**src/hw/rtl/mpcit_pkg.sv**
```systemverilog
package mpcit_pkg;

  localparam int COORD_BITS   = 24;
  localparam int RADIUS_BITS  = 23;
  localparam int TIME_BITS    = 32;
  localparam int TIME_FRAC    = 16;

  // derived widths
  localparam int DX_BITS      = COORD_BITS + 1;
  localparam int DSQ_BITS     = 2 * DX_BITS;
  localparam int A_BITS       = 2 * COORD_BITS;
  localparam int B_BITS       = 2 * DX_BITS;
  localparam int BM_BITS      = 2 * COORD_BITS + 1;
  localparam int RSQ_BITS     = 2 * RADIUS_BITS;
  localparam int CMP_BITS     = (DSQ_BITS > RSQ_BITS) ? DSQ_BITS : RSQ_BITS;
  localparam int C_BITS       = DSQ_BITS;
  localparam int DISC_BITS    = 2 * BM_BITS;
  localparam int ROOT_BITS    = BM_BITS;
  localparam int REM_BITS     = ROOT_BITS + 2;
  localparam int FRONT_STAGES = 6;

  typedef enum logic [2:0] {
    OC_OVERLAP    = 3'd0,
    OC_HIT        = 3'd1,
    OC_STATIONARY = 3'd2,
    OC_MISS       = 3'd3,
    OC_PASSED     = 3'd4
  } outcome_t;

  typedef struct packed {
    logic signed [COORD_BITS-1:0] bullet_x;
    logic signed [COORD_BITS-1:0] bullet_y;
    logic signed [COORD_BITS-1:0] vel_x;
    logic signed [COORD_BITS-1:0] vel_y;
    logic signed [COORD_BITS-1:0] target_x;
    logic signed [COORD_BITS-1:0] target_y;
  } in_word_t;

  typedef struct packed {
    outcome_t               outcome;
    logic [TIME_BITS-1:0]   impact_time;
  } out_word_t;

  typedef struct packed {
    outcome_t               outcome;
    logic [BM_BITS-1:0]     bm;
    logic [A_BITS-1:0]      a;
    logic [DISC_BITS-1:0]   rad;
    logic [REM_BITS-1:0]    rem;
    logic [ROOT_BITS-1:0]   root;
  } sq_word_t;

  typedef struct packed {
    outcome_t               outcome;
    logic                   sat;
    logic [A_BITS-1:0]      a;
    logic [A_BITS-1:0]      prem;
    logic [TIME_BITS-1:0]   low;
    logic [TIME_BITS-1:0]   quo;
  } dv_word_t;

endpackage

```
**src/hw/rtl/mpcit_sqrt_cell.sv**
```systemverilog
module mpcit_sqrt_cell import mpcit_pkg::*; (
  input  logic     clk,
  input  logic     en,
  input  sq_word_t d_in,
  output sq_word_t d_out
);

  // one root bit per cell, restoring
  logic [REM_BITS+1:0] rem2, trial;
  logic                ge;
  sq_word_t            cell_nxt, cell_r;

  always_comb begin
    rem2  = {d_in.rem, d_in.rad[DISC_BITS-1 -: 2]};
    trial = (REM_BITS+2)'({d_in.root, 2'b01});
    ge    = rem2 >= trial;
    cell_nxt      = d_in;
    cell_nxt.rem  = ge ? REM_BITS'(rem2 - trial) : REM_BITS'(rem2);
    cell_nxt.root = {d_in.root[ROOT_BITS-2:0], ge};
    cell_nxt.rad  = d_in.rad << 2;
  end

  always_ff @(posedge clk) begin
    if (en) begin
      cell_r <= cell_nxt;
    end
  end

  assign d_out = cell_r;

endmodule

```
**config.mk**
```make
export PLATFORM = sky130hd
export DESIGN_NAME = mpcit_sqrt_cell
export DESIGN_NICKNAME = d
export VERILOG_FILES = /design/src/hw/rtl/mpcit_pkg.sv /design/src/hw/rtl/mpcit_sqrt_cell.sv
export SDC_FILE = /design/constraint.sdc
export NUM_CORES = 1
export LEC_CHECK = 0
export CORE_AREA = 2 2 232 234
export CTS_CLUSTER_SIZE = 40
export DETAILED_ROUTE_END_ITERATION = 12
export DIE_AREA = 0 0 234 236
export DONT_BUFFER_PORTS = 1
export PLACE_DENSITY = 0.36
export RECOVER_POWER = 25
export SLEW_MARGIN = 20
export SYNTH_ARGS = -nofsm -noshare
export SYNTH_HDL_FRONTEND = slang
export SYNTH_SLANG_ARGS = --single-unit
```
**constraint.sdc**
```tcl
create_clock -name clk -period 3.19 [get_ports clk]
set_clock_uncertainty 0.1 [all_clocks]
set_input_delay 0.638 -clock clk [delete_from_list [all_inputs] [get_ports clk]]
set_output_delay 0.638 -clock clk [all_outputs]
set_load 0.02 [all_outputs]
```
# == Word level (Yosys, flattened, before mapping) ==
# Cells that the tools add are included.
# totals
regBits,296
in_bits,300
out_inout_bits,298
elab_cells,9
# classes
n_mux,1
addsub,1
magnitude_cmp,1
# ops
operator,n
$ge A53 B51 Y1,1
$mux W51,1
$sub A51 B51 Y51,1

# == Depth between registers and ports, before layout ==
# Gate-level depths: netlist of run 1.
# depth
depth_word,2
depth_mapped,13
mapped_depth_nobuf,11

# == Worst setup path after synthesis of run 1 ==
# No wires, ideal clock.
# synth_path
kind,input-to-reg
from,in d_in[13] (netlist name)
to,"reg cell_r, in the netlist d_out[98], data pin"
stages,12
required_time_ps,2830
t_arrival_ps,2847
path_slack_ps,-17
path_cell_list,inv_1 > ha_1 > buf_2 > nand2_2 > nor3_2 > nand4_1 > o211ai_2 > a31oi_4 > o311a_4 > inv_2 > buf_6 > mux2_4
# synth_rtl
element,line,source
from (decl),mpcit_sqrt_cell.sv:4,"input sq_word_t d_in,"
to (signal assigned),mpcit_sqrt_cell.sv:25,cell_r <= cell_nxt;
to (decl),mpcit_sqrt_cell.sv:11,"sq_word_t cell_nxt, cell_r;"

==> impl_metrics.toml, run 1 <==
[floorplan]
dieWidth_um = 234
die_h_um = 236
start_util = 0.243
io_pins = 598
core_um2 = 53100
rows = 85
dieArea_um2 = 55200

[critical_path]
critPathMaxFanout = 5
crit_path_frequent_cell = "buf_4"
required_ns = 3.45
crit_arrival_ns = 3.20
path_delay_family = "compound AO/OA/AOI/OAI gates"
endpoint_kind = "flop"
worst-path-buf-inv = 3
start_kind = "input port"
path_cells = "inv_1, ha_1, o21ai_0, o21ai_1, nand2_1, buf_4, o41ai_4, a21oi_2, o21ai_2, buf_4, mux2_2, o31ai_1"
cp_slowest_stage_delay_ns = 0.40
critPathSlowestCell = "o41ai_4"
criticalPathCategory = "in -> reg"

[finish]
layout.cells.most_common = "edfxtp_1"
drive_gt1_frac = 0.217
syn_to_final_growth_pct = 23.9
final_nets = 1448
final_cell_mix = "296 x edfxtp_1, 158 x buf_4, 83 x a21oi_1, 81 x nor2_1, 63 x inv_1"
largest_register_ffs = 296

[placement]
dp_hpwl_um = 39200
place_congestion = 0.844
port_buffers = 0

[logic_synthesis]
post_synth_xor_area_fraction = 0.0272
synth-simple-area-share = 0.0794
synth-seq-cells = 296
yosysWarnings = 0
syn_area_um2 = 12900
netlist_instances = 928
synth_edf_count = 296
synth_top_family_by_area = "compound AO/OA/AOI/OAI gates"
ys_types = 71
synth-main-ff-cell = "edfxtp_1"
syn-mean-instance-area_um2 = 13.9
synthArstFlopShare = 0
synth-compound-area-share = 0.116
ys_seq_area_frac = 0.690
synth_adder_area_share = 0.0496
synthMuxAreaShare = 0.00466

[sta]
hold_viol = 0
tns_ns = 0
worst_pin_slew_ns = 1.32
setup_violations = 0
fin_crit_ns = 2.94
period_share = 0.921
timing.fmax_mhz = 340
rsz0062_at_grt = "no"
drv_slew = 0
slew_headroom = 0.123

[clocking]
cts-root-buf = "clkbuf_16"
cts_sinks = 296
path_clk_slew_ns = 0.06
cts_htree_levels = 2
cts_max_path_buffers = 3
cts_tree = "done"
cts_inserted_buffers = 36
postCtsSetupBuffers = 0

[global_routing]
grt_pass1_wl_um = 66400
track_usage = 0.172
grt_max_degree = 297
grt_pass1_vias = 8619
antenna_found_initial = 7
overflow = 0

[route]
wire_per_inst_um = 27.1
ant_nets = 0
via_count = 8237
firstDrtPassIters = 4
via_per_inst = 4.53
totalWireLength_um = 49300
drt_iter0_drc = 422
drc = 0

[flow_run]
cap_violations = 0

[power]
p_total_mw = 10.6
p_per_area_nw_per_um2 = 662
p_leak_nw = 6.05
peakVddDrop_mv = 0.347

[hold_path]
hold_class = "in -> reg"

[status]
status = "completed"
path summary, 6_finish.rpt:
kind | cells after the start | slack (ns) | to | start
worst max-delay path | 12 | 0.25 | d_out[92] | d_in[0]
worst min-delay path | 0 | 0.08 | d_out[268] | d_in[268]
report_power, final:
group,leakage [nW],switching (mW),internal [mW],total (mW)
Clock,0.542,1.68,2.30,3.98
Combinational,2.61,0.575,0.534,1.11
Sequential,2.90,0.705,4.76,5.46
Total,6.05,2.96,7.59,10.6
final cells by class:
| type | instances | area, um2 |
|---|---|---|
| Fill cell | 5300 | 37100 |
| Sequential cell | 296 | 8890 |
| Multi-Input combinational cell | 539 | 3590 |
| Timing Repair Buffer | 160 | 1230 |
| Clock buffer | 41 | 941 |
| Tap cell | 696 | 871 |
| Inverter | 64 | 240 |
| Clock inverter | 21 | 190 |
| Antenna cell | 2 | 5.00 |
cell families (layout without fill, tap and decap cells):
group | Yosys count | in the layout
buffers and inverters | 94 | 286
XOR/XNOR | 40 | 40
other | 1 | 4
flip-flops | 296 | 296
AO/OA/AOI/OAI | 225 | 225
AND/OR/NAND/NOR | 216 | 216
adder cells (fa/ha/maj) | 51 | 51
multiplexers | 5 | 5
layer usage:
layer,vias up,share of wire,GRT usage
li1,3850,-,-
met1,3989,0.37,0.183
met2,340,0.53,0.319
met3,52,0.081,0.0615
met4,6,0.018,0.0393
met5,-,0.00083,0
stage by stage:
step	utilization	hold WS, ns	instance area, um2	setup WS, ns	cells
final	0.301	0.0844	16000	0.252	1819
after global routing	0.301	0.0483	15900	0.0116	1817
after CTS	0.300	0.0425	15900	0.00985	1817
after detailed placement	0.279	0.637	14800	-0.696	1755
after global placement	0.279	0.637	14800	-0.661	1755
after floorplan	-	0.637	12900	0.00760	929
what timing repair did:
action	in CTS	in global routing
hold buffers	0	0
endpoints found under the setup margin	1	2
pin swaps	0	2
gates resized for setup	1	6
synthesized netlist by cell type (2+ instances only):
| cell type | number | share of area |
|---|---|---|
| a2111oi_0 | 4 | 0.0027 |
| a211oi_1 | 5 | 0.0029 |
| a21boi_0 | 2 | 0.0012 |
| a21o_1 | 27 | 0.016 |
| a21oi_1 | 83 | 0.032 |
| a21oi_2 | 2 | 0.0014 |
| a221o_1 | 2 | 0.0016 |
| a221oi_1 | 2 | 0.0014 |
| a31o_2 | 3 | 0.0020 |
| a31oi_1 | 6 | 0.0029 |
| and2_1 | 4 | 0.0019 |
| and3_1 | 5 | 0.0024 |
| and4_1 | 3 | 0.0020 |
| buf_2 | 6 | 0.0023 |
| buf_4 | 7 | 0.0041 |
| buf_6 | 5 | 0.0044 |
| clkbuf_1 | 11 | 0.0032 |
| edfxtp_1 | 296 | 0.69 |
| ha_1 | 51 | 0.050 |
| inv_1 | 63 | 0.018 |
| mux2_2 | 4 | 0.0035 |
| nand2_1 | 50 | 0.015 |
| nand2b_1 | 4 | 0.0019 |
| nand3_1 | 6 | 0.0023 |
| nand3b_1 | 2 | 0.0012 |
| nand4_1 | 18 | 0.0087 |
| nor2_1 | 81 | 0.024 |
| nor3_1 | 18 | 0.0070 |
| nor3b_1 | 2 | 0.0012 |
| nor4_1 | 4 | 0.0019 |
| nor4b_1 | 2 | 0.0014 |
| o211ai_1 | 7 | 0.0041 |
| o211ai_2 | 2 | 0.0019 |
| o21a_1 | 6 | 0.0035 |
| o21ai_0 | 35 | 0.014 |
| o21bai_1 | 11 | 0.0064 |
| o31ai_1 | 8 | 0.0047 |
| o41ai_2 | 3 | 0.0038 |
| or2_2 | 3 | 0.0015 |
| or3_1 | 6 | 0.0029 |
| xnor2_1 | 23 | 0.016 |
| xor2_1 | 17 | 0.012 |
Power figures use the tool's default switching activity.
==> run 2, diff against run 1 <==
--- a/config.mk
+++ b/config.mk
@@ -5,12 +5,13 @@
 export SDC_FILE = /design/constraint.sdc
 export NUM_CORES = 1
 export LEC_CHECK = 0
+export ABC_AREA = 1
 export CORE_AREA = 2 2 232 234
 export CTS_CLUSTER_SIZE = 40
 export DETAILED_ROUTE_END_ITERATION = 12
 export DIE_AREA = 0 0 234 236
 export DONT_BUFFER_PORTS = 1
-export PLACE_DENSITY = 0.36
+export PLACE_DENSITY = 0.39
 export RECOVER_POWER = 25
 export SLEW_MARGIN = 20
 export SYNTH_ARGS = -nofsm -noshare
==> run 2 against run 1 <==
The flow now finishes with violations (max-slew violations). Synthesized cell count increased by 59%. Worst hold slack about the same. Clock-buffer cell count rose by 2. Clock power up 8.0%. Final area up 4.2%. Critical path type unchanged. Critical endpoint is now d_out[83]. Largest power group unchanged. Highest routed layer unchanged.
==> impl_metrics.toml, run 2 <==
[logic_synthesis]
netlist_instances = 1471
synthArstFlopShare = 0
synth-compound-area-share = 0.0256
synth_top_family_by_area = "simple AND/OR/NAND/NOR gates"
synth-main-ff-cell = "edfxtp_1"
synth-simple-area-share = 0.208
ys_seq_area_frac = 0.616
yosysTopAreaCellShare = 0.616
synth_adder_area_share = 0.0442
synth_edf_count = 296
synthTopCellsByArea = "edfxtp_1 62%, nand2_1 13%, inv_1 7.9%"
post_synth_xor_area_fraction = 0.0170
ys_types = 36
yosysWarnings = 0
synthMuxAreaShare = 0
synth_common_cells = "485 x nand2_1, 303 x inv_1, 296 x edfxtp_1"
syn-mean-instance-area_um2 = 9.82
syn_area_um2 = 14400
synth-seq-cells = 296
synth.largest_area_cell = "edfxtp_1"
yosysMostFrequentCell = "nand2_1"

[critical_path]
critPathMaxFanout = 4
crit_path_frequent_cell = "nand2_1"
required_ns = 3.39
cp_slowest_stage_delay_ns = 0.37
crit_arrival_ns = 2.74
critPathSlowestCell = "ha_1"
start_kind = "input port"
endpoint_kind = "flop"
path_cells = "inv_1, ha_1, nand2_1, nor2_1, nand3_1, nand3_1, nand2_1, nand2_1, nand2_1, nand2_1, nand2_1, nand3_2, nand2_1"
criticalPathCategory = "in -> reg"

[global_routing]
grt_pass1_wl_um = 77800
grt_max_degree = 297
grt.met1_usage = 0.211
track_usage = 0.201
grt_util_met2 = 0.375
grt_pass1_vias = 10400
antenna_found_initial = 17
grt_busiest_layer = "met2"
overflow = 0
met3_usage = 0.0722

[sta]
timing.final.ws_setup_ns = 0.655
period_share = 0.795
rsz0062_at_grt = "no"
tns_ns = 0
slew_headroom = -0.117
setup_violations = 0
fin_crit_ns = 2.54
worst_pin_slew_ns = 1.68
timing.fmax_mhz = 394
hold_viol = 0
drv_slew = 110

[route]
via_count = 9852
drt_iter0_drc = 536
firstDrtPassIters = 4
via_per_inst = 4.40
wire_per_inst_um = 25.5
totalWireLength_um = 57100
drc = 0
ant_nets = 0

[status]
status = "finished, violations left"
violations = "max-slew violations"

[finish]
seq_area_um2 = 8890
syn_to_final_growth_pct = 15.1
multi_input_area_um2 = 4270
largest_register_ffs = 296
fillers = 5457
utilization = 0.313
final_nets = 1862
drive_gt1_frac = 0.0768
layout.cells.most_common = "nand2_1"
final_cell_mix = "485 x nand2_1, 303 x inv_1, 296 x edfxtp_1, 71 x nor2_1, 51 x ha_1"

[power]
p_leak_nw = 7.43
peakVddDrop_mv = 0.308
p_per_area_nw_per_um2 = 650

[floorplan]
io_pins = 598
rows = 85
die_h_um = 236
start_util = 0.272
dieArea_um2 = 55200
core_um2 = 53100
dieWidth_um = 234

[clocking]
cts_inserted_buffers = 37
cts-resized-gates = 0
postCtsHoldBufs = 0
cts_tree = "done"
cts_htree_levels = 2
cts-root-buf = "clkbuf_16"
postCtsSetupBuffers = 0
cts_max_path_buffers = 3
cts_sinks = 296
path_clk_slew_ns = 0.05

[placement]
dp_hpwl_um = 46700
post-place-ws_ns = 0.125
place_congestion = 0.909
port_buffers = 0

[hold_path]
hold_end = "d_out[32]"
min-delay-start = "d_in[31]"
hold_class = "in -> reg"
min_path_cells = 0

[flow_run]
cap_violations = 0
run 2: cell count changes after synthesis, sizes merged, moves of 22 or more:
cell | before | now
nand3 | 6 | 52
xnor2 | 23 | 1
inv | 64 | 316
a21o | 27 | 1
a21oi | 85 | 32
nand2 | 51 | 490
run 2: through the flow:
step	cell area, um2	power, mW	instances	hold slack, ns
after global placement	15400	6.62	2168	0.637
after floorplan	14400	6.10	1472	0.637
final	16600	10.8	2240	0.0844
after detailed placement	15400	6.61	2168	0.637
after CTS	16600	11.0	2233	0.0446
after global routing	16600	11.3	2233	0.0503
run 2: logic make-up (layout without fill, tap and decap cells):
family                     after synthesis  count (layout)
xor gates and xnor gates                28              28
AOI/OAI and AO/OA                       68              68
DFF                                    296             296
and+or+nand+nor                        694             694
other                                    1               9
adders and majority gates               51              51
buffers and inverters                  333             398
run 2: report_power, final:
part / total [mW] / internal (mW) / switching (mW)
Clock: 4.30 / 2.63 / 1.68
Combinational: 1.04 / 0.347 / 0.697
Sequential: 5.46 / 4.75 / 0.702
Total: 10.8 / 7.73 / 3.08
run 2: area by class of cell:
type,count,area share
Tap cell,696,0.0524
Multi-Input combinational cell,843,0.257
Antenna cell,7,0.00105
Clock buffer,43,0.0571
Sequential cell,296,0.535
Timing Repair Buffer,16,0.00949
Inverter,317,0.0716
Clock inverter,22,0.0169
run 2: how the worst max path moves through the flow:
| stage | start | endpoint | slack (ns) | depth (start not counted) |
|---|---|---|---|---|
| floorplan | d_in[38] | d_out[90] | 0.63 | 16 |
| global route | d_in[7] | d_out[83] | 0.47 | 13 |
| global placement | d_in[7] | d_out[83] | 0.11 | 13 |
| CTS | d_in[7] | d_out[83] | 0.73 | 13 |
| detailed placement | d_in[7] | d_out[83] | 0.13 | 13 |
| finish | d_in[7] | d_out[83] | 0.65 | 13 |
run 2: critical path, delay by kind of cell:
kind,cells,cell delay (ns)
and+or+nand+nor,11,1.69
adders and majority gates,1,0.37
buffers and inverters,1,0.03
run 2: routing by layer:
metal | share of wire | vias to the layer above
li1 | - | 4790
met1 | 0.36 | 4600
met2 | 0.53 | 360
met3 | 0.080 | 82
met4 | 0.026 | 20
met5 | 0.0022 | -
