[config.mk]
export PLATFORM = sky130hd
export DESIGN_NAME = mpcit_div_cell
export DESIGN_NICKNAME = d
export VERILOG_FILES = /design/src/hw/rtl/mpcit_pkg.sv /design/src/hw/rtl/mpcit_div_cell.sv
export SDC_FILE = /design/constraint.sdc
export NUM_CORES = 1
export LEC_CHECK = 0
export ABC_AREA = 1
export BUFFER_PORTS_ARGS = -buffer_cell sky130_fd_sc_hd__clkbuf_2
export CORE_UTILIZATION = 56
export DETAILED_ROUTE_END_ITERATION = 16
export GPL_ROUTABILITY_DRIVEN = 0
export PLACE_DENSITY_LB_ADDON = 0.15
export SLEW_MARGIN = 20
export SYNTH_ARGS = -nofsm -noshare
export SYNTH_HDL_FRONTEND = slang
export SYNTH_SLANG_ARGS = --single-unit
[constraint.sdc]
create_clock -name clk -period 5.1 [get_ports clk]
set_clock_uncertainty 0.1 [all_clocks]
set_input_delay 0.765 -clock clk [delete_from_list [all_inputs] [get_ports clk]]
set_output_delay 0.765 -clock clk [all_outputs]
set_load 0.02 [all_outputs]
[src/hw/rtl/mpcit_pkg.sv]
package mpcit_pkg;

  localparam int COORD_BITS   = 24;
  localparam int RADIUS_BITS  = 23;
  localparam int TIME_BITS    = 32;
  localparam int TIME_FRAC    = 16;

  // derived widths
  localparam int DX_BITS      = COORD_BITS + 1;
  localparam int DSQ_BITS     = 2 * DX_BITS;
  localparam int A_BITS       = 2 * COORD_BITS;
  localparam int B_BITS       = 2 * DX_BITS;
  localparam int BM_BITS      = 2 * COORD_BITS + 1;
  localparam int RSQ_BITS     = 2 * RADIUS_BITS;
  localparam int CMP_BITS     = (DSQ_BITS > RSQ_BITS) ? DSQ_BITS : RSQ_BITS;
  localparam int C_BITS       = DSQ_BITS;
  localparam int DISC_BITS    = 2 * BM_BITS;
  localparam int ROOT_BITS    = BM_BITS;
  localparam int REM_BITS     = ROOT_BITS + 2;
  localparam int FRONT_STAGES = 6;

  typedef enum logic [2:0] {
    OC_OVERLAP    = 3'd0,
    OC_HIT        = 3'd1,
    OC_STATIONARY = 3'd2,
    OC_MISS       = 3'd3,
    OC_PASSED     = 3'd4
  } outcome_t;

  typedef struct packed {
    logic signed [COORD_BITS-1:0] bullet_x;
    logic signed [COORD_BITS-1:0] bullet_y;
    logic signed [COORD_BITS-1:0] vel_x;
    logic signed [COORD_BITS-1:0] vel_y;
    logic signed [COORD_BITS-1:0] target_x;
    logic signed [COORD_BITS-1:0] target_y;
  } in_word_t;

  typedef struct packed {
    outcome_t               outcome;
    logic [TIME_BITS-1:0]   impact_time;
  } out_word_t;

  typedef struct packed {
    outcome_t               outcome;
    logic [BM_BITS-1:0]     bm;
    logic [A_BITS-1:0]      a;
    logic [DISC_BITS-1:0]   rad;
    logic [REM_BITS-1:0]    rem;
    logic [ROOT_BITS-1:0]   root;
  } sq_word_t;

  typedef struct packed {
    outcome_t               outcome;
    logic                   sat;
    logic [A_BITS-1:0]      a;
    logic [A_BITS-1:0]      prem;
    logic [TIME_BITS-1:0]   low;
    logic [TIME_BITS-1:0]   quo;
  } dv_word_t;

endpackage

[src/hw/rtl/mpcit_div_cell.sv]
module mpcit_div_cell import mpcit_pkg::*; (
  input  logic     clk,
  input  logic     en,
  input  dv_word_t d_in,
  output dv_word_t d_out
);

  // one quotient bit per cell, restoring
  logic [A_BITS:0] r2, dvs;
  logic            ge;
  dv_word_t        cell_nxt, cell_r;

  always_comb begin
    r2  = {d_in.prem, d_in.low[TIME_BITS-1]};
    dvs = {1'b0, d_in.a};
    ge  = r2 >= dvs;
    cell_nxt      = d_in;
    cell_nxt.prem = ge ? A_BITS'(r2 - dvs) : A_BITS'(r2);
    cell_nxt.low  = d_in.low << 1;
    cell_nxt.quo  = {d_in.quo[TIME_BITS-2:0], ge};
  end

  always_ff @(posedge clk) begin
    if (en) begin
      cell_r <= cell_nxt;
    end
  end

  assign d_out = cell_r;

endmodule

### Yosys cells after proc, flatten, opt, wreduce, memory -nomap -nowiden

Cells that the tools add are included.
Widths: inputs -> output; s select.

| word-level totals | value |
|---|---|
| flip-flop bits (word level) | 163 |
| input port bits | 166 |
| output and inout bits | 164 |
| word-level logic and storage cells | 9 |

| operators by class | value |
|---|---|
| add/subtract/negate cells | 1 |
| order comparisons | 1 |
| mux-type cells | 1 |

Operators with widths:

| kind | number |
|---|---|
| $ge 49x48->1 | 1 |
| $mux 48 | 1 |
| $sub 48x48->48 | 1 |

### Depth between registers and ports, before layout

Gate-level depths: netlist (run 1).

| logic depth | value |
|---|---|
| word-level depth | 2 |
| depth in mapped cells | 17 |
| gate-level depth less buffers | 16 |

### Worst setup path after synthesis (run 1)

OpenSTA, ideal clock, no wires.

| timing path | value |
|---|---|
| kind | in2reg |
| from | in d_in[121] (netlist bit) |
| to | reg cell_r, in the netlist d_out[76], data pin |
| library setup time | 0.254 ns |
| arrival | 2.267 ns |
| required time | 4.746 ns |
| setup slack | 2.480 ns |
| stages on the path | 11 |
| buffers on the path | 2 |
| path through | inv_1 > ha_1 > nand2_2 > nor2_4 > nand2_1 > nor4b_2 > nand3_1 > buf_2 > buf_2 > nand4_1 > nand2_1 |

RTL lines:

| what | RTL line | text |
|---|---|---|
| start, declared | mpcit_div_cell.sv:4 | `input dv_word_t d_in,` |
| end signal, assigned | mpcit_div_cell.sv:25 | `cell_r <= cell_nxt;` |
| end, declared | mpcit_div_cell.sv:11 | `dv_word_t cell_nxt, cell_r;` |

==> report_table.html, run 1 <==
<table>
<tr><th>Metric</th><th>Value</th></tr>
<tr><th colspan="2">Flow run</th></tr>
<tr><td>Max Cap Viol</td><td>0</td></tr>
<tr><th colspan="2">Placement</th></tr>
<tr><td>Detailed Place HPWL</td><td>22.55 mm</td></tr>
<tr><td>Number of cells after detailed placement</td><td>1844</td></tr>
<tr><td>Placed cell areas</td><td>11970 sq um</td></tr>
<tr><td>Number of I/O port buffers</td><td>327</td></tr>
<tr><td>Worst-case setup slack after placement</td><td>1.631 ns</td></tr>
<tr><th colspan="2">Min path</th></tr>
<tr><td>Worst hold path stage count</td><td>1</td></tr>
<tr><td>Worst Hold Class</td><td>input port to flip-flop</td></tr>
<tr><td>Worst min-delay path endpoint</td><td>d_out[21]$_DFFE_PP_</td></tr>
<tr><td>Hold path start</td><td>d_in[20]</td></tr>
<tr><th colspan="2">Timing</th></tr>
<tr><td>RSZ-0062 raised after global routing</td><td>false</td></tr>
<tr><td>Pins over their slew limit</td><td>0</td></tr>
<tr><td>Count of endpoints failing setup in the final report</td><td>0</td></tr>
<tr><td>Worst slew margin relative to its limit</td><td>37.89%</td></tr>
<tr><td>Hold slack</td><td>0.4019 ns</td></tr>
<tr><td>Measured slew at the worst slew-check pin</td><td>0.9317 ns</td></tr>
<tr><td>Post-layout min period</td><td>3.090 ns</td></tr>
<tr><td>Fmax</td><td>323.6 MHz</td></tr>
<tr><td>Final TNS setup</td><td>0 ns</td></tr>
<tr><td>Final worst-path setup slack</td><td>2.010 ns</td></tr>
<tr><td>Share of the clock period used by the worst path after layout</td><td>60.59%</td></tr>
<tr><td>Final count of hold timing violations</td><td>0</td></tr>
<tr><th colspan="2">Layout</th></tr>
<tr><td>Final cell utilization of the core</td><td>71.83%</td></tr>
<tr><td>Non-filler instance count after layout</td><td>1876</td></tr>
<tr><td>Max reg flops</td><td>163</td></tr>
<tr><td>Layout Nets</td><td>1853</td></tr>
<tr><td>ANT cells</td><td>0</td></tr>
<tr><td>Synthesis-to-layout area growth</td><td>24.22%</td></tr>
<tr><td>Fraction of layout instances using a drive strength above 1</td><td>22.90%</td></tr>
<tr><td>Design area</td><td>12550 sq um</td></tr>
<tr><th colspan="2">Clock tree</th></tr>
<tr><td>Clock net sink count</td><td>163</td></tr>
<tr><td>Setup fix buffers added after clock tree synthesis</td><td>0</td></tr>
<tr><td>Post-cts repair resize count</td><td>0</td></tr>
<tr><td>Clock slew at reported path FFs</td><td>0.08 ns</td></tr>
<tr><td>Clock Tree Buf Depth</td><td>2</td></tr>
<tr><td>CTS tree</td><td>done</td></tr>
<tr><td>Number of hold buffers added after CTS</td><td>0</td></tr>
<tr><td>Num CTS Buffers</td><td>17</td></tr>
<tr><td>Clock root buffer master</td><td>clkbuf_16</td></tr>
<tr><td>H-Tree Level Count</td><td>4</td></tr>
<tr><th colspan="2">Synth</th></tr>
<tr><td>Share of the synthesized area in the top cell type</td><td>48.43%</td></tr>
<tr><td>Number of enable flip-flop cells after synthesis</td><td>163</td></tr>
<tr><td>FF+latch count, synth</td><td>163</td></tr>
<tr><td>Top cells by area, synth</td><td>edfxtp_1 48%, nand2_1 19%, inv_1 10%</td></tr>
<tr><td>Portion of the post-synthesis area used by sequential elements</td><td>48.43%</td></tr>
<tr><td>Most frequent cells after synthesis</td><td>519 x nand2_1, 276 x inv_1, 163 x edfxtp_1</td></tr>
<tr><td>Mapped Nets</td><td>1522</td></tr>
<tr><td>Top cell type by total area after synthesis</td><td>edfxtp_1</td></tr>
<tr><td>Post-synth design cell area</td><td>10110 sq um</td></tr>
<tr><td>Number of cells produced by synthesis</td><td>1307</td></tr>
<tr><td>Post-synth top flop</td><td>edfxtp_1</td></tr>
<tr><td>Most used standard cell by instance count after synthesis</td><td>nand2_1</td></tr>
<tr><td>Average footprint of a synthesized cell</td><td>7.732 sq um</td></tr>
<tr><td>Warnings, synthesis</td><td>0</td></tr>
<tr><td>Share of flip-flops with an asynchronous set or reset</td><td>0%</td></tr>
<tr><td>Number of distinct library cells after synthesis</td><td>31</td></tr>
<tr><th colspan="2">Pwr</th></tr>
<tr><td>Relative contribution of sequential cells to total power</td><td>42.5%</td></tr>
<tr><td>Ratio of total power to cell area</td><td>315.4 nW/um^2</td></tr>
<tr><td>Relative contribution of combinational cells to total power</td><td>25.2%</td></tr>
<tr><td>Total Power</td><td>3.959 mW</td></tr>
<tr><td>Static power due to leakage</td><td>6.931 nW</td></tr>
<tr><td>Switching power summed over all nets</td><td>1.340 mW</td></tr>
<tr><td>Clock group share of total power</td><td>32.3%</td></tr>
<tr><td>Switch share</td><td>33.85%</td></tr>
<tr><td>Internal portion of total power</td><td>2.619 mW</td></tr>
<tr><td>IR drop worst, VDD</td><td>0.0002401 V</td></tr>
<tr><th colspan="2">Floorplan</th></tr>
<tr><td>Initial Utilization</td><td>57.83%</td></tr>
<tr><td>Count of pins on the block boundary</td><td>330</td></tr>
<tr><td>Core region area</td><td>17480 sq um</td></tr>
<tr><td>Die boundary height</td><td>136.3 microns</td></tr>
<tr><td>Total Die Area</td><td>18590 sq um</td></tr>
<tr><td>Row count</td><td>48</td></tr>
<tr><td>Die Wd</td><td>136.3 microns</td></tr>
<tr><th colspan="2">Drt</th></tr>
<tr><td>Total number of vias</td><td>9471</td></tr>
<tr><td>Number of nets with antenna violations after routing</td><td>0</td></tr>
<tr><td>Iteration count of the initial detailed-routing pass</td><td>6</td></tr>
<tr><td>Average via count per standard cell</td><td>5.049</td></tr>
<tr><td>Wirelength, routed</td><td>28.97 mm</td></tr>
<tr><td>Starting DRC count in detailed routing</td><td>706</td></tr>
<tr><td>DRC errors left</td><td>0</td></tr>
<tr><td>Post-detailed-route wirelength per cell</td><td>15.44 microns</td></tr>
<tr><th colspan="2">Global routing</th></tr>
<tr><td>Global-route wire length before repair</td><td>44.08 mm</td></tr>
<tr><td>Largest net degree at the start of global routing</td><td>101</td></tr>
<tr><td>Total Routing Usage GR</td><td>31.38%</td></tr>
<tr><td>Global route overflow</td><td>0</td></tr>
<tr><td>Number of antenna violations at the first check in global routing</td><td>0</td></tr>
<tr><td>Via count of the first global-routing pass</td><td>8857</td></tr>
<tr><th colspan="2">Setup path</th></tr>
<tr><td>Crit end category</td><td>flip-flop</td></tr>
<tr><td>Maximum fanout encountered on the critical timing path</td><td>25</td></tr>
<tr><td>Worst Setup Path Type</td><td>input port to flip-flop</td></tr>
<tr><td>Crit path required time</td><td>5.31 ns</td></tr>
<tr><td>Kind of start point of the critical path</td><td>input port</td></tr>
<tr><td>CP arrival</td><td>3.30 ns</td></tr>
<tr><th colspan="2">Status</th></tr>
<tr><td>Outcome</td><td>finished clean</td></tr>
</table>
## metal layers
metal,global-route usage [%],vias to the layer above,part of all wire (%)
met5,0,-,0
met4,12.53,0,3.0
met3,5.817,63,8.8
met2,53.41,449,48
met1,39.18,4214,40
li1,-,4745,-
## critical path, stage by stage
cell and delay [ns]:
clkbuf_2 0.10, inv_1 0.06, ha_1 0.33, nand2_1 0.13, inv_1 0.05, nand2_1 0.06
nand2_1 0.09, nand2_1 0.08, nand2_1 0.07, nand2_1 0.06, nand2_1 0.12, a21oi_4 0.65
buf_4 0.44, nand4_1 0.17, nand2_1 0.12
## kinds of logic (layout without fill, tap and decap cells)
logic type                 after synthesis  count (layout)  share of synthesized area, %
xor gates and xnor gates                25              25                         2.167
adders and majority gates               49              49                         6.141
DFF                                    163             163                         48.43
and+or+nand+nor                        737             737                         30.00
other                                    1               1                       0.03711
buffers and inverters                  300             644                         11.49
AOI/OAI and AO/OA                       32              32                         1.733
## power groups by stage
stage                     clock network, mW  registers [mW]  logic (mW)
after floorplan                           0            1.88       0.452
after global placement                    0            1.71       0.969
after detailed placement                  0            1.71       0.985
after CTS                              1.29            1.68       0.992
after global routing                   1.34            1.69        1.10
final                                  1.28            1.68       0.998
## worst max path at each step
stage	to	start	slack (ns)
finish	d_out[111]$_DFFE_PP_	d_in[131]	2.01
global route	d_out[108]$_DFFE_PP_	d_in[131]	1.74
CTS	d_out[105]$_DFFE_PP_	d_in[131]	2.05
detailed placement	d_out[111]$_DFFE_PP_	d_in[131]	1.63
global placement	d_out[105]$_DFFE_PP_	d_in[139]	1.69
floorplan	d_out[76]$_DFFE_PP_	d_in[121]	2.48
## final cells by class
cell class                      count  area (sq um)
Multi-Input combinational cell    844          4058
Fill cell                        1434          4923
Clock buffer                       17         425.4
Timing Repair Buffer              334          1695
Tap cell                          225         281.5
Sequential cell                   163          4895
Inverter                          278          1044
Clock inverter                     15         155.1
## cell usage in the layout (no fill, tap or decap), drive strengths merged
cell,synthesis,routed
o21bai,4,4
nor4b,1,1
clkinv,0,4
nor3,4,4
xnor2,2,2
clkinvlp,0,1
conb,1,1
inv,278,288
nand3,47,47
a31oi,1,1
nand2,521,521
clkbuf,5,343
or2,1,1
a21oi,27,27
fa,1,1
nor4,1,1
nand4,59,59
xor2,23,23
edfxtp,163,163
buf,17,8
nor2,102,102
and2,1,1
ha,48,48
Power figures use the tool's default switching activity.
==> inputs of run 2 (changes only) <==
--- a/config.mk
+++ b/config.mk
@@ -5,9 +5,9 @@
 export SDC_FILE = /design/constraint.sdc
 export NUM_CORES = 1
 export LEC_CHECK = 0
-export ABC_AREA = 1
+export ABC_AREA = 0
 export BUFFER_PORTS_ARGS = -buffer_cell sky130_fd_sc_hd__clkbuf_2
-export CORE_UTILIZATION = 56
+export CORE_UTILIZATION = 50
 export DETAILED_ROUTE_END_ITERATION = 16
 export GPL_ROUTABILITY_DRIVEN = 0
 export PLACE_DENSITY_LB_ADDON = 0.15
==> constraint.sdc (replaced) <==
create_clock -name clk -period 3 [get_ports clk]
set_clock_uncertainty 0.1 [all_clocks]
set_input_delay 0.45 -clock clk [delete_from_list [all_inputs] [get_ports clk]]
set_output_delay 0.45 -clock clk [all_outputs]
set_load 0.02 [all_outputs]
==> run 2 against run 1 <==
Sequential power increased by 70%; non-clock buffer count grew 169; utilization rose by 5.8 points; highest routed layer unchanged; clock power is 69% higher; die area decreased by 4.7%; the flow now finishes with violations (negative setup slack); critical endpoint is now d_out[87]$_DFFE_PP_.
==> report_table.html, run 2 <==
<table>
<tr><th>Metric</th><th>Value</th></tr>
<tr><th colspan="2">Drt</th></tr>
<tr><td>Iteration count of the initial detailed-routing pass</td><td>7 (+1)</td></tr>
<tr><td>Number of nets with antenna violations after routing</td><td>0 (unchanged)</td></tr>
<tr><td>Total number of vias</td><td>7581 (-20%)</td></tr>
<tr><td>Starting DRC count in detailed routing</td><td>561 (-21%)</td></tr>
<tr><td>Average via count per standard cell</td><td>5.327 (+5.5%)</td></tr>
<tr><td>DRC errors left</td><td>0 (unchanged)</td></tr>
<tr><td>Wirelength, routed</td><td>26.35 mm (-9.1%)</td></tr>
<tr><td>Post-detailed-route wirelength per cell</td><td>18.52 microns (+20%)</td></tr>
<tr><th colspan="2">Synth</th></tr>
<tr><td>Top cell type by total area after synthesis</td><td>edfxtp_1</td></tr>
<tr><td>Warnings, synthesis</td><td>0 (unchanged)</td></tr>
<tr><td>Share of the synthesized area in the top cell type</td><td>56.93% (+8.5 points)</td></tr>
<tr><td>Portion of the post-synthesis area used by sequential elements</td><td>56.93% (+8.5 points)</td></tr>
<tr><td>Most frequent cells after synthesis</td><td>163 x edfxtp_1, 61 x inv_1, 53 x a21oi_1</td></tr>
<tr><td>Post-synth top flop</td><td>edfxtp_1</td></tr>
<tr><td>Number of distinct library cells after synthesis</td><td>60 (+94%)</td></tr>
<tr><td>Post-synth design cell area</td><td>8597 sq um (-15%)</td></tr>
<tr><td>Top cells by area, synth</td><td>edfxtp_1 57%, ha_1 7.0%, mux2_2 5.1%</td></tr>
<tr><td>Share of flip-flops with an asynchronous set or reset</td><td>0% (unchanged)</td></tr>
<tr><td>Mapped Nets</td><td>911 (-40%)</td></tr>
<tr><td>Most used standard cell by instance count after synthesis</td><td>edfxtp_1</td></tr>
<tr><td>Number of cells produced by synthesis</td><td>696 (-47%)</td></tr>
<tr><td>Number of enable flip-flop cells after synthesis</td><td>163 (unchanged)</td></tr>
<tr><td>Average footprint of a synthesized cell</td><td>12.35 sq um (+60%)</td></tr>
<tr><td>FF+latch count, synth</td><td>163 (unchanged)</td></tr>
<tr><th colspan="2">Layout</th></tr>
<tr><td>Fraction of layout instances using a drive strength above 1</td><td>53.20% (+30 points)</td></tr>
<tr><td>Max reg flops</td><td>163 (unchanged)</td></tr>
<tr><td>Synthesis-to-layout area growth</td><td>50.82%</td></tr>
<tr><td>Layout Nets</td><td>1405 (-24%)</td></tr>
<tr><td>Final cell utilization of the core</td><td>77.64% (+5.8 points)</td></tr>
<tr><td>Leading cell type in the layout, fill and taps excluded</td><td>clkbuf_2</td></tr>
<tr><td>ANT cells</td><td>0 (unchanged)</td></tr>
<tr><td>Leading cell types in the layout, fill and taps excluded</td><td>318 x clkbuf_2, 168 x buf_4, 163 x edfxtp_1, 55 x inv_1, 53 x a21oi_1</td></tr>
<tr><td>Design area</td><td>12970 sq um (+3.3%)</td></tr>
<tr><th colspan="2">Setup path</th></tr>
<tr><td>Buffer and inverter count on the worst path</td><td>4 (unchanged)</td></tr>
<tr><td>Gate family responsible for the most delay along the worst path</td><td>compound AO/OA/AOI/OAI gates</td></tr>
<tr><td>Worst Setup Path Type</td><td>input port to flip-flop</td></tr>
<tr><td>Crit path required time</td><td>3.08 ns (-2.23 ns)</td></tr>
<tr><td>Cells traversed along the worst timing path</td><td>buf_12, inv_12, ha_4, and4_4, nand3_4, a21o_1, o211ai_2, nand2_2, o31ai_4, a31oi_4, o31ai_4, buf_6, clkbuf_16, mux2_4</td></tr>
<tr><td>Delay of the slowest cell on the worst path</td><td>0.31 ns (-0.34 ns)</td></tr>
<tr><td>Maximum fanout encountered on the critical timing path</td><td>7 (-72%)</td></tr>
<tr><td>Kind of start point of the critical path</td><td>input port</td></tr>
<tr><td>Most common cell type on the critical path</td><td>o31ai_4</td></tr>
<tr><td>CP arrival</td><td>3.08 ns (-0.22 ns)</td></tr>
<tr><td>Slowest cell on the critical path</td><td>o31ai_4</td></tr>
<tr><td>Crit end category</td><td>flip-flop</td></tr>
<tr><th colspan="2">Timing</th></tr>
<tr><td>Measured slew at the worst slew-check pin</td><td>0.6314 ns (-0.3003 ns)</td></tr>
<tr><td>Fmax</td><td>332.7 MHz</td></tr>
<tr><td>Final count of hold timing violations</td><td>0 (unchanged)</td></tr>
<tr><td>RSZ-0062 raised after global routing</td><td>true</td></tr>
<tr><td>Pins over their slew limit</td><td>0 (unchanged)</td></tr>
<tr><td>Worst slew margin relative to its limit</td><td>57.46% (+20 points)</td></tr>
<tr><td>Post-layout min period</td><td>3.006 ns</td></tr>
<tr><td>Share of the clock period used by the worst path after layout</td><td>100.2%</td></tr>
<tr><td>Count of endpoints failing setup in the final report</td><td>6 (+6)</td></tr>
<tr><td>Final TNS setup</td><td>-0.02753 ns (-0.02753 ns)</td></tr>
<tr><td>Final worst-path setup slack</td><td>-0.006129 ns (-2.016 ns)</td></tr>
<tr><th colspan="2">Pwr</th></tr>
<tr><td>Clock group share of total power</td><td>30.2% (-2.1 points)</td></tr>
<tr><td>Ratio of total power to cell area</td><td>550.6 nW/um^2 (+75%)</td></tr>
<tr><td>Switch share</td><td>31.41% (-2.4 points)</td></tr>
<tr><td>IR drop worst, VDD</td><td>0.0003881 V (+62%)</td></tr>
<tr><td>Static power due to leakage</td><td>6.017 nW (-13%)</td></tr>
<tr><td>Relative contribution of combinational cells to total power</td><td>29.7% (+4.5 points)</td></tr>
<tr><td>Internal portion of total power</td><td>4.897 mW (+87%)</td></tr>
<tr><td>Switching power summed over all nets</td><td>2.242 mW (+67%)</td></tr>
<tr><td>Relative contribution of sequential cells to total power</td><td>40.1% (-2.4 points)</td></tr>
<tr><th colspan="2">Clock tree</th></tr>
<tr><td>H-Tree Level Count</td><td>4 (unchanged)</td></tr>
<tr><td>Num CTS Buffers</td><td>17 (unchanged)</td></tr>
<tr><td>Clock Tree Buf Depth</td><td>2 (unchanged)</td></tr>
<tr><td>Clock net sink count</td><td>163 (unchanged)</td></tr>
<tr><td>Clock slew at reported path FFs</td><td>0.07 ns (about the same)</td></tr>
<tr><td>Clock root buffer master</td><td>clkbuf_16</td></tr>
<tr><td>CTS tree</td><td>done</td></tr>
<tr><th colspan="2">Global routing</th></tr>
<tr><td>Number of antenna violations at the first check in global routing</td><td>0 (unchanged)</td></tr>
<tr><td>Via count of the first global-routing pass</td><td>7465 (-16%)</td></tr>
<tr><td>Total Routing Usage GR</td><td>28.72% (-2.7 points)</td></tr>
<tr><td>Global route overflow</td><td>0 (unchanged)</td></tr>
<tr><td>Largest net degree at the start of global routing</td><td>51 (-50%)</td></tr>
<tr><td>Global-route wire length before repair</td><td>38.81 mm (-12%)</td></tr>
<tr><th colspan="2">Status</th></tr>
<tr><td>Outcome</td><td>finished, violations left</td></tr>
<tr><td>Violations in the final reports</td><td>negative setup slack</td></tr>
<tr><th colspan="2">Placement</th></tr>
<tr><td>Detailed Place HPWL</td><td>19.50 mm (-14%)</td></tr>
<tr><td>Worst-case setup slack after placement</td><td>-0.5490 ns (-2.180 ns)</td></tr>
<tr><td>Number of I/O port buffers</td><td>327 (unchanged)</td></tr>
<tr><td>Placed cell areas</td><td>11690 sq um (-2.4%)</td></tr>
<tr><th colspan="2">Min path</th></tr>
<tr><td>Worst Hold Class</td><td>input port to flip-flop</td></tr>
<tr><th colspan="2">Floorplan</th></tr>
<tr><td>Die Wd</td><td>133.1 microns (-2.4%)</td></tr>
<tr><td>Initial Utilization</td><td>51.48% (-6.3 points)</td></tr>
<tr><td>Count of pins on the block boundary</td><td>330 (unchanged)</td></tr>
<tr><td>Die boundary height</td><td>133.1 microns (-2.4%)</td></tr>
<tr><td>Core region area</td><td>16700 sq um (-4.4%)</td></tr>
<tr><td>Total Die Area</td><td>17720 sq um (-4.7%)</td></tr>
<tr><td>Row count</td><td>47 (-2.1%)</td></tr>
<tr><th colspan="2">Flow run</th></tr>
<tr><td>Max Cap Viol</td><td>0 (unchanged)</td></tr>
</table>
## run 2: final timing paths
path,startpoint,endpoint,cells after the start
max,d_in[119],d_out[87]$_DFFE_PP_,14
min,d_in[40],d_out[41]$_DFFE_PP_,1
## run 2: metrics by stage
stage          total power [mW]  hold WS [ns]  instances
6_report                  7.139       0.09277       1423
5_1_grt                   7.415       0.06924       1423
4_1_cts                   7.007       0.08100       1416
3_5_place_dp              4.794        0.5286       1376
3_3_place_gp              4.759        0.5274       1376
2_1_floorplan             3.960        0.4489        696
## run 2: area by class of cell
type | instances | area, sq um
repair buffers | 503 | 3142
clock inverters | 15 | 156.4
inverters | 61 | 241.5
well taps | 220 | 275.3
fillers | 1113 | 3735
clock buffers | 17 | 425.4
multi-input cells | 444 | 3831
flip-flops and latches | 163 | 4895
## run 2: metal layers
metal / GRT usage (%) / vias up / routed length (microns)
li1: - / 3592 / -
met1: 33.75 / 3576 / 9832
met2: 51.11 / 357 / 13620
met3: 6.012 / 56 / 2022
met4: 11.74 / 0 / 878
met5: 0 / - / 0
## run 2: what timing repair did
item | CTS | global route
pin swaps | 10 | 18
buffers inserted | 6 | 6
gates cloned | 2 | 2
setup endpoints to repair | 44 | 45
hold buffers | 0 | 0
endpoints found under the hold margin | 0 | 0
resized for setup | 29 | 77
## run 2: kinds of logic (layout without fill, tap and decap cells)
| group | Yosys count | after routing | synth area share [%] |
|---|---|---|---|
| buffers and inverters | 89 | 596 | 4.570 |
| AND/OR/NAND/NOR | 149 | 149 | 8.456 |
| flip-flops | 163 | 163 | 56.93 |
| AO/OA/AOI/OAI | 156 | 156 | 12.15 |
| multiplexers | 48 | 48 | 6.447 |
| adder cells (fa/ha/maj) | 49 | 49 | 7.219 |
| XOR/XNOR | 41 | 41 | 4.177 |
| other | 1 | 1 | 0.04362 |
## run 2: power by group through the flow
| stage | Sequential (mW) | Combinational (mW) | Clock, mW |
|---|---|---|---|
| 3_5_place_dp | 2.91 | 1.88 | 0 |
| 3_3_place_gp | 2.91 | 1.85 | 0 |
| 2_1_floorplan | 3.22 | 0.739 | 0 |
| 5_1_grt | 2.88 | 2.26 | 2.27 |
| 4_1_cts | 2.87 | 1.96 | 2.18 |
| 6_report | 2.86 | 2.12 | 2.16 |
==> inputs of run 3 (changes only) <==
--- a/config.mk
+++ b/config.mk
@@ -7,9 +7,11 @@
 export LEC_CHECK = 0
 export ABC_AREA = 0
 export BUFFER_PORTS_ARGS = -buffer_cell sky130_fd_sc_hd__clkbuf_2
+export CORE_MARGIN = 3
 export CORE_UTILIZATION = 50
 export DETAILED_ROUTE_END_ITERATION = 16
 export GPL_ROUTABILITY_DRIVEN = 0
+export GPL_TIMING_DRIVEN = 0
 export PLACE_DENSITY_LB_ADDON = 0.15
 export SLEW_MARGIN = 20
 export SYNTH_ARGS = -nofsm -noshare
==> run 3 against run 2 <==
The run still ends with negative setup slack left; via count is 4.8% lower; cell count is 6.7% lower; highest routed layer unchanged; non-clock buffer count is 96 lower; utilization is 3.5 points lower; largest cell class unchanged; sequential share of layout area is 1.8 points higher; power is 2.7% lower; first-iteration DRC count is 4.5% lower; wire length is 2.7% lower; count of clock-buffer cells in the layout is 1 higher; sequential cell count stayed put; sequential power hardly changed.
==> report_table.html, run 3 (synthesis gave the netlist of run 2 again) <==
<table>
<tr><th>Metric</th><th>Value</th></tr>
<tr><th colspan="2">Floorplan</th></tr>
<tr><td>Die Wd</td><td>137.1 microns (+3.0%)</td></tr>
<tr><td>Die boundary height</td><td>137.1 microns (+3.0%)</td></tr>
<tr><td>Total Die Area</td><td>18800 sq um (+6.1%)</td></tr>
<tr><td>Count of pins on the block boundary</td><td>330 (unchanged)</td></tr>
<tr><td>Row count</td><td>47 (unchanged)</td></tr>
<tr><td>Initial Utilization</td><td>51.48% (unchanged)</td></tr>
<tr><td>Core region area</td><td>16700 sq um (unchanged)</td></tr>
<tr><th colspan="2">Drt</th></tr>
<tr><td>Post-detailed-route wirelength per cell</td><td>19.30 microns (+4.2%)</td></tr>
<tr><td>DRC errors left</td><td>0 (unchanged)</td></tr>
<tr><td>Total number of vias</td><td>7215 (-4.8%)</td></tr>
<tr><td>Wirelength, routed</td><td>25.64 mm (-2.7%)</td></tr>
<tr><td>Iteration count of the initial detailed-routing pass</td><td>5 (-2)</td></tr>
<tr><td>Number of nets with antenna violations after routing</td><td>0 (unchanged)</td></tr>
<tr><td>Average via count per standard cell</td><td>5.433 (+2.0%)</td></tr>
<tr><td>Starting DRC count in detailed routing</td><td>536 (-4.5%)</td></tr>
<tr><th colspan="2">Clock tree</th></tr>
<tr><td>Clock net sink count</td><td>163 (unchanged)</td></tr>
<tr><td>H-Tree Level Count</td><td>4 (unchanged)</td></tr>
<tr><td>Num CTS Buffers</td><td>17 (unchanged)</td></tr>
<tr><td>CTS tree</td><td>done</td></tr>
<tr><td>Clock root buffer master</td><td>clkbuf_16</td></tr>
<tr><td>Clock slew at reported path FFs</td><td>0.07 ns (about the same)</td></tr>
<tr><td>Clock Tree Buf Depth</td><td>2 (unchanged)</td></tr>
<tr><th colspan="2">Timing</th></tr>
<tr><td>Pins over their slew limit</td><td>0 (unchanged)</td></tr>
<tr><td>Count of endpoints failing setup in the final report</td><td>12 (+6)</td></tr>
<tr><td>Measured slew at the worst slew-check pin</td><td>0.5414 ns (-0.08997 ns)</td></tr>
<tr><td>Post-layout min period</td><td>3.071 ns (+0.06444 ns)</td></tr>
<tr><td>Final count of hold timing violations</td><td>0 (unchanged)</td></tr>
<tr><td>RSZ-0062 raised after global routing</td><td>true</td></tr>
<tr><td>Worst slew margin relative to its limit</td><td>63.53% (+6.1 points)</td></tr>
<tr><td>Fmax</td><td>325.7 MHz (-2.1%)</td></tr>
<tr><td>Share of the clock period used by the worst path after layout</td><td>102.4% (+2.1 points)</td></tr>
<tr><td>Final TNS setup</td><td>-0.6015 ns (-0.5740 ns)</td></tr>
<tr><td>Final worst-path setup slack</td><td>-0.07057 ns (-0.06444 ns)</td></tr>
<tr><th colspan="2">Global routing</th></tr>
<tr><td>Global route overflow</td><td>0 (unchanged)</td></tr>
<tr><td>Number of antenna violations at the first check in global routing</td><td>1 (+1)</td></tr>
<tr><td>Global-route wire length before repair</td><td>36.36 mm (-6.3%)</td></tr>
<tr><td>Largest net degree at the start of global routing</td><td>102 (+100%)</td></tr>
<tr><td>Via count of the first global-routing pass</td><td>6876 (-7.9%)</td></tr>
<tr><td>Total Routing Usage GR</td><td>25.22% (-3.5 points)</td></tr>
<tr><th colspan="2">Setup path</th></tr>
<tr><td>Crit path required time</td><td>3.08 ns (about the same)</td></tr>
<tr><td>Maximum fanout encountered on the critical timing path</td><td>8 (+1)</td></tr>
<tr><td>Worst Setup Path Type</td><td>input port to flip-flop</td></tr>
<tr><td>Crit end category</td><td>flip-flop</td></tr>
<tr><td>Kind of start point of the critical path</td><td>input port</td></tr>
<tr><td>Start point of the critical path</td><td>d_in[63]</td></tr>
<tr><td>CP arrival</td><td>3.15 ns (+0.07 ns)</td></tr>
<tr><td>Critical path destination</td><td>d_out[106]$_DFFE_PP_</td></tr>
<tr><th colspan="2">Status</th></tr>
<tr><td>Outcome</td><td>finished, violations left</td></tr>
<tr><td>Violations in the final reports</td><td>negative setup slack</td></tr>
<tr><th colspan="2">Placement</th></tr>
<tr><td>Number of I/O port buffers</td><td>327 (unchanged)</td></tr>
<tr><td>Detailed Place HPWL</td><td>18.18 mm (-6.8%)</td></tr>
<tr><td>Worst-case setup slack after placement</td><td>-0.9870 ns (-0.4380 ns)</td></tr>
<tr><th colspan="2">Layout</th></tr>
<tr><td># fillers</td><td>1137 (+2.2%)</td></tr>
<tr><td>Layout Nets</td><td>1309 (-6.8%)</td></tr>
<tr><td>Synthesis-to-layout area growth</td><td>44.08%</td></tr>
<tr><td>Max reg flops</td><td>163 (unchanged)</td></tr>
<tr><td>Fraction of layout instances using a drive strength above 1</td><td>52.12% (-1.1 points)</td></tr>
<tr><td>Area of the multi-input gates</td><td>3953 sq um (+3.2%)</td></tr>
<tr><td>Leading cell type in the layout, fill and taps excluded</td><td>clkbuf_2</td></tr>
<tr><td>Area taken by flip-flops and latches</td><td>4895 sq um (unchanged)</td></tr>
<tr><td>Leading cell types in the layout, fill and taps excluded</td><td>313 x clkbuf_2, 163 x edfxtp_1, 55 x buf_4, 51 x a21oi_1, 44 x inv_1</td></tr>
<tr><th colspan="2">Flow run</th></tr>
<tr><td>Max Cap Viol</td><td>0 (unchanged)</td></tr>
<tr><th colspan="2">Min path</th></tr>
<tr><td>Worst Hold Class</td><td>input port to flip-flop</td></tr>
<tr><th colspan="2">Pwr</th></tr>
<tr><td>IR drop worst, VDD</td><td>0.0004051 V (+4.4%)</td></tr>
<tr><td>Static power due to leakage</td><td>5.448 nW (-9.5%)</td></tr>
<tr><td>Ratio of total power to cell area</td><td>560.6 nW/um^2 (+1.8%)</td></tr>
</table>
run 3: changes by cell type in the layout (fill, tap and decap cells not counted), sizes merged:
cell,delta
inv,-3
clkbuf,-4
clkinvlp,+5
diode,+1
buf,-91
clkinv,-3
run 3: how the worst min path moves through the flow:
stage,from,end,slack (ns),cells past startpoint
floorplan,d_in[9],d_out[10]$_DFFE_PP_,0.45,0
global placement,d_in[16],d_out[17]$_DFFE_PP_,0.53,1
detailed placement,d_in[9],d_out[10]$_DFFE_PP_,0.53,1
CTS,d_in[40],d_out[41]$_DFFE_PP_,0.08,1
global route,d_in[9],d_out[10]$_DFFE_PP_,0.07,1
finish,d_in[133],d_out[133]$_DFFE_PP_,0.09,1
run 3: per-layer routing:
layer  track usage [%]  part of all wire [%]  vias up
li1                  -                     -     3404
met1             28.90                    36     3404
met2             43.05                    50      347
met3             8.529                   9.6       60
met4             10.70                   4.1        0
met5                 0                     0        -
run 3: area by class of cell:
class                           instances  share of cell area, %
Antenna cell                            1                0.02020
Multi-Input combinational cell        444                  31.91
Timing Repair Buffer                  387                  18.09
Clock buffer                           18                  3.465
Buffer                                 20                  1.646
Sequential cell                       163                  39.52
Inverter                               61                  1.949
Clock inverter                         14                  1.182
Tap cell                              220                  2.222
run 3: timing repair:
| item | in CTS | in global routing |
|---|---|---|
| pin swaps | 22 | 36 |
| hold buffers | 0 | 0 |
| gates cloned | 0 | 2 |
| resized for setup | 50 | 133 |
| buffers inserted | 32 | 27 |
| setup endpoints to repair | 49 | 49 |
run 3: power breakdown:
group | total (mW) | leakage, nW | internal (mW) | switching [mW]
clock | 2.12 | 0.266 | 1.11 | 1.02
sequential | 2.86 | 1.60 | 2.80 | 0.0619
combinational | 1.96 | 3.59 | 0.855 | 1.11
run 3: critical path, stage by stage:
cell and delay (ns):
clkbuf_2 0.09, inv_1 0.06, ha_1 0.26, nor2b_4 0.16, o21bai_4 0.09, a21o_4 0.23
o211ai_2 0.20, nand2_2 0.12, o31ai_4 0.34, a31oi_4 0.16, o31ai_4 0.22, buf_6 0.18
buf_8 0.15, buf_12 0.14, mux2_4 0.29
run 3: metrics by stage:
stage                     util [%]  std cells  instance area (sq um)  power (mW)  hold slack, ns
after global routing         74.17       1328                  12390       7.229         0.07104
after global placement       63.42       1243                  10590       4.515          0.5272
after CTS                    70.18       1306                  11720       6.765         0.07855
after detailed placement     63.64       1244                  10630       4.536          0.5287
final                        74.17       1328                  12390       6.945         0.08564
after floorplan                  -        696                   8680       3.960          0.4489
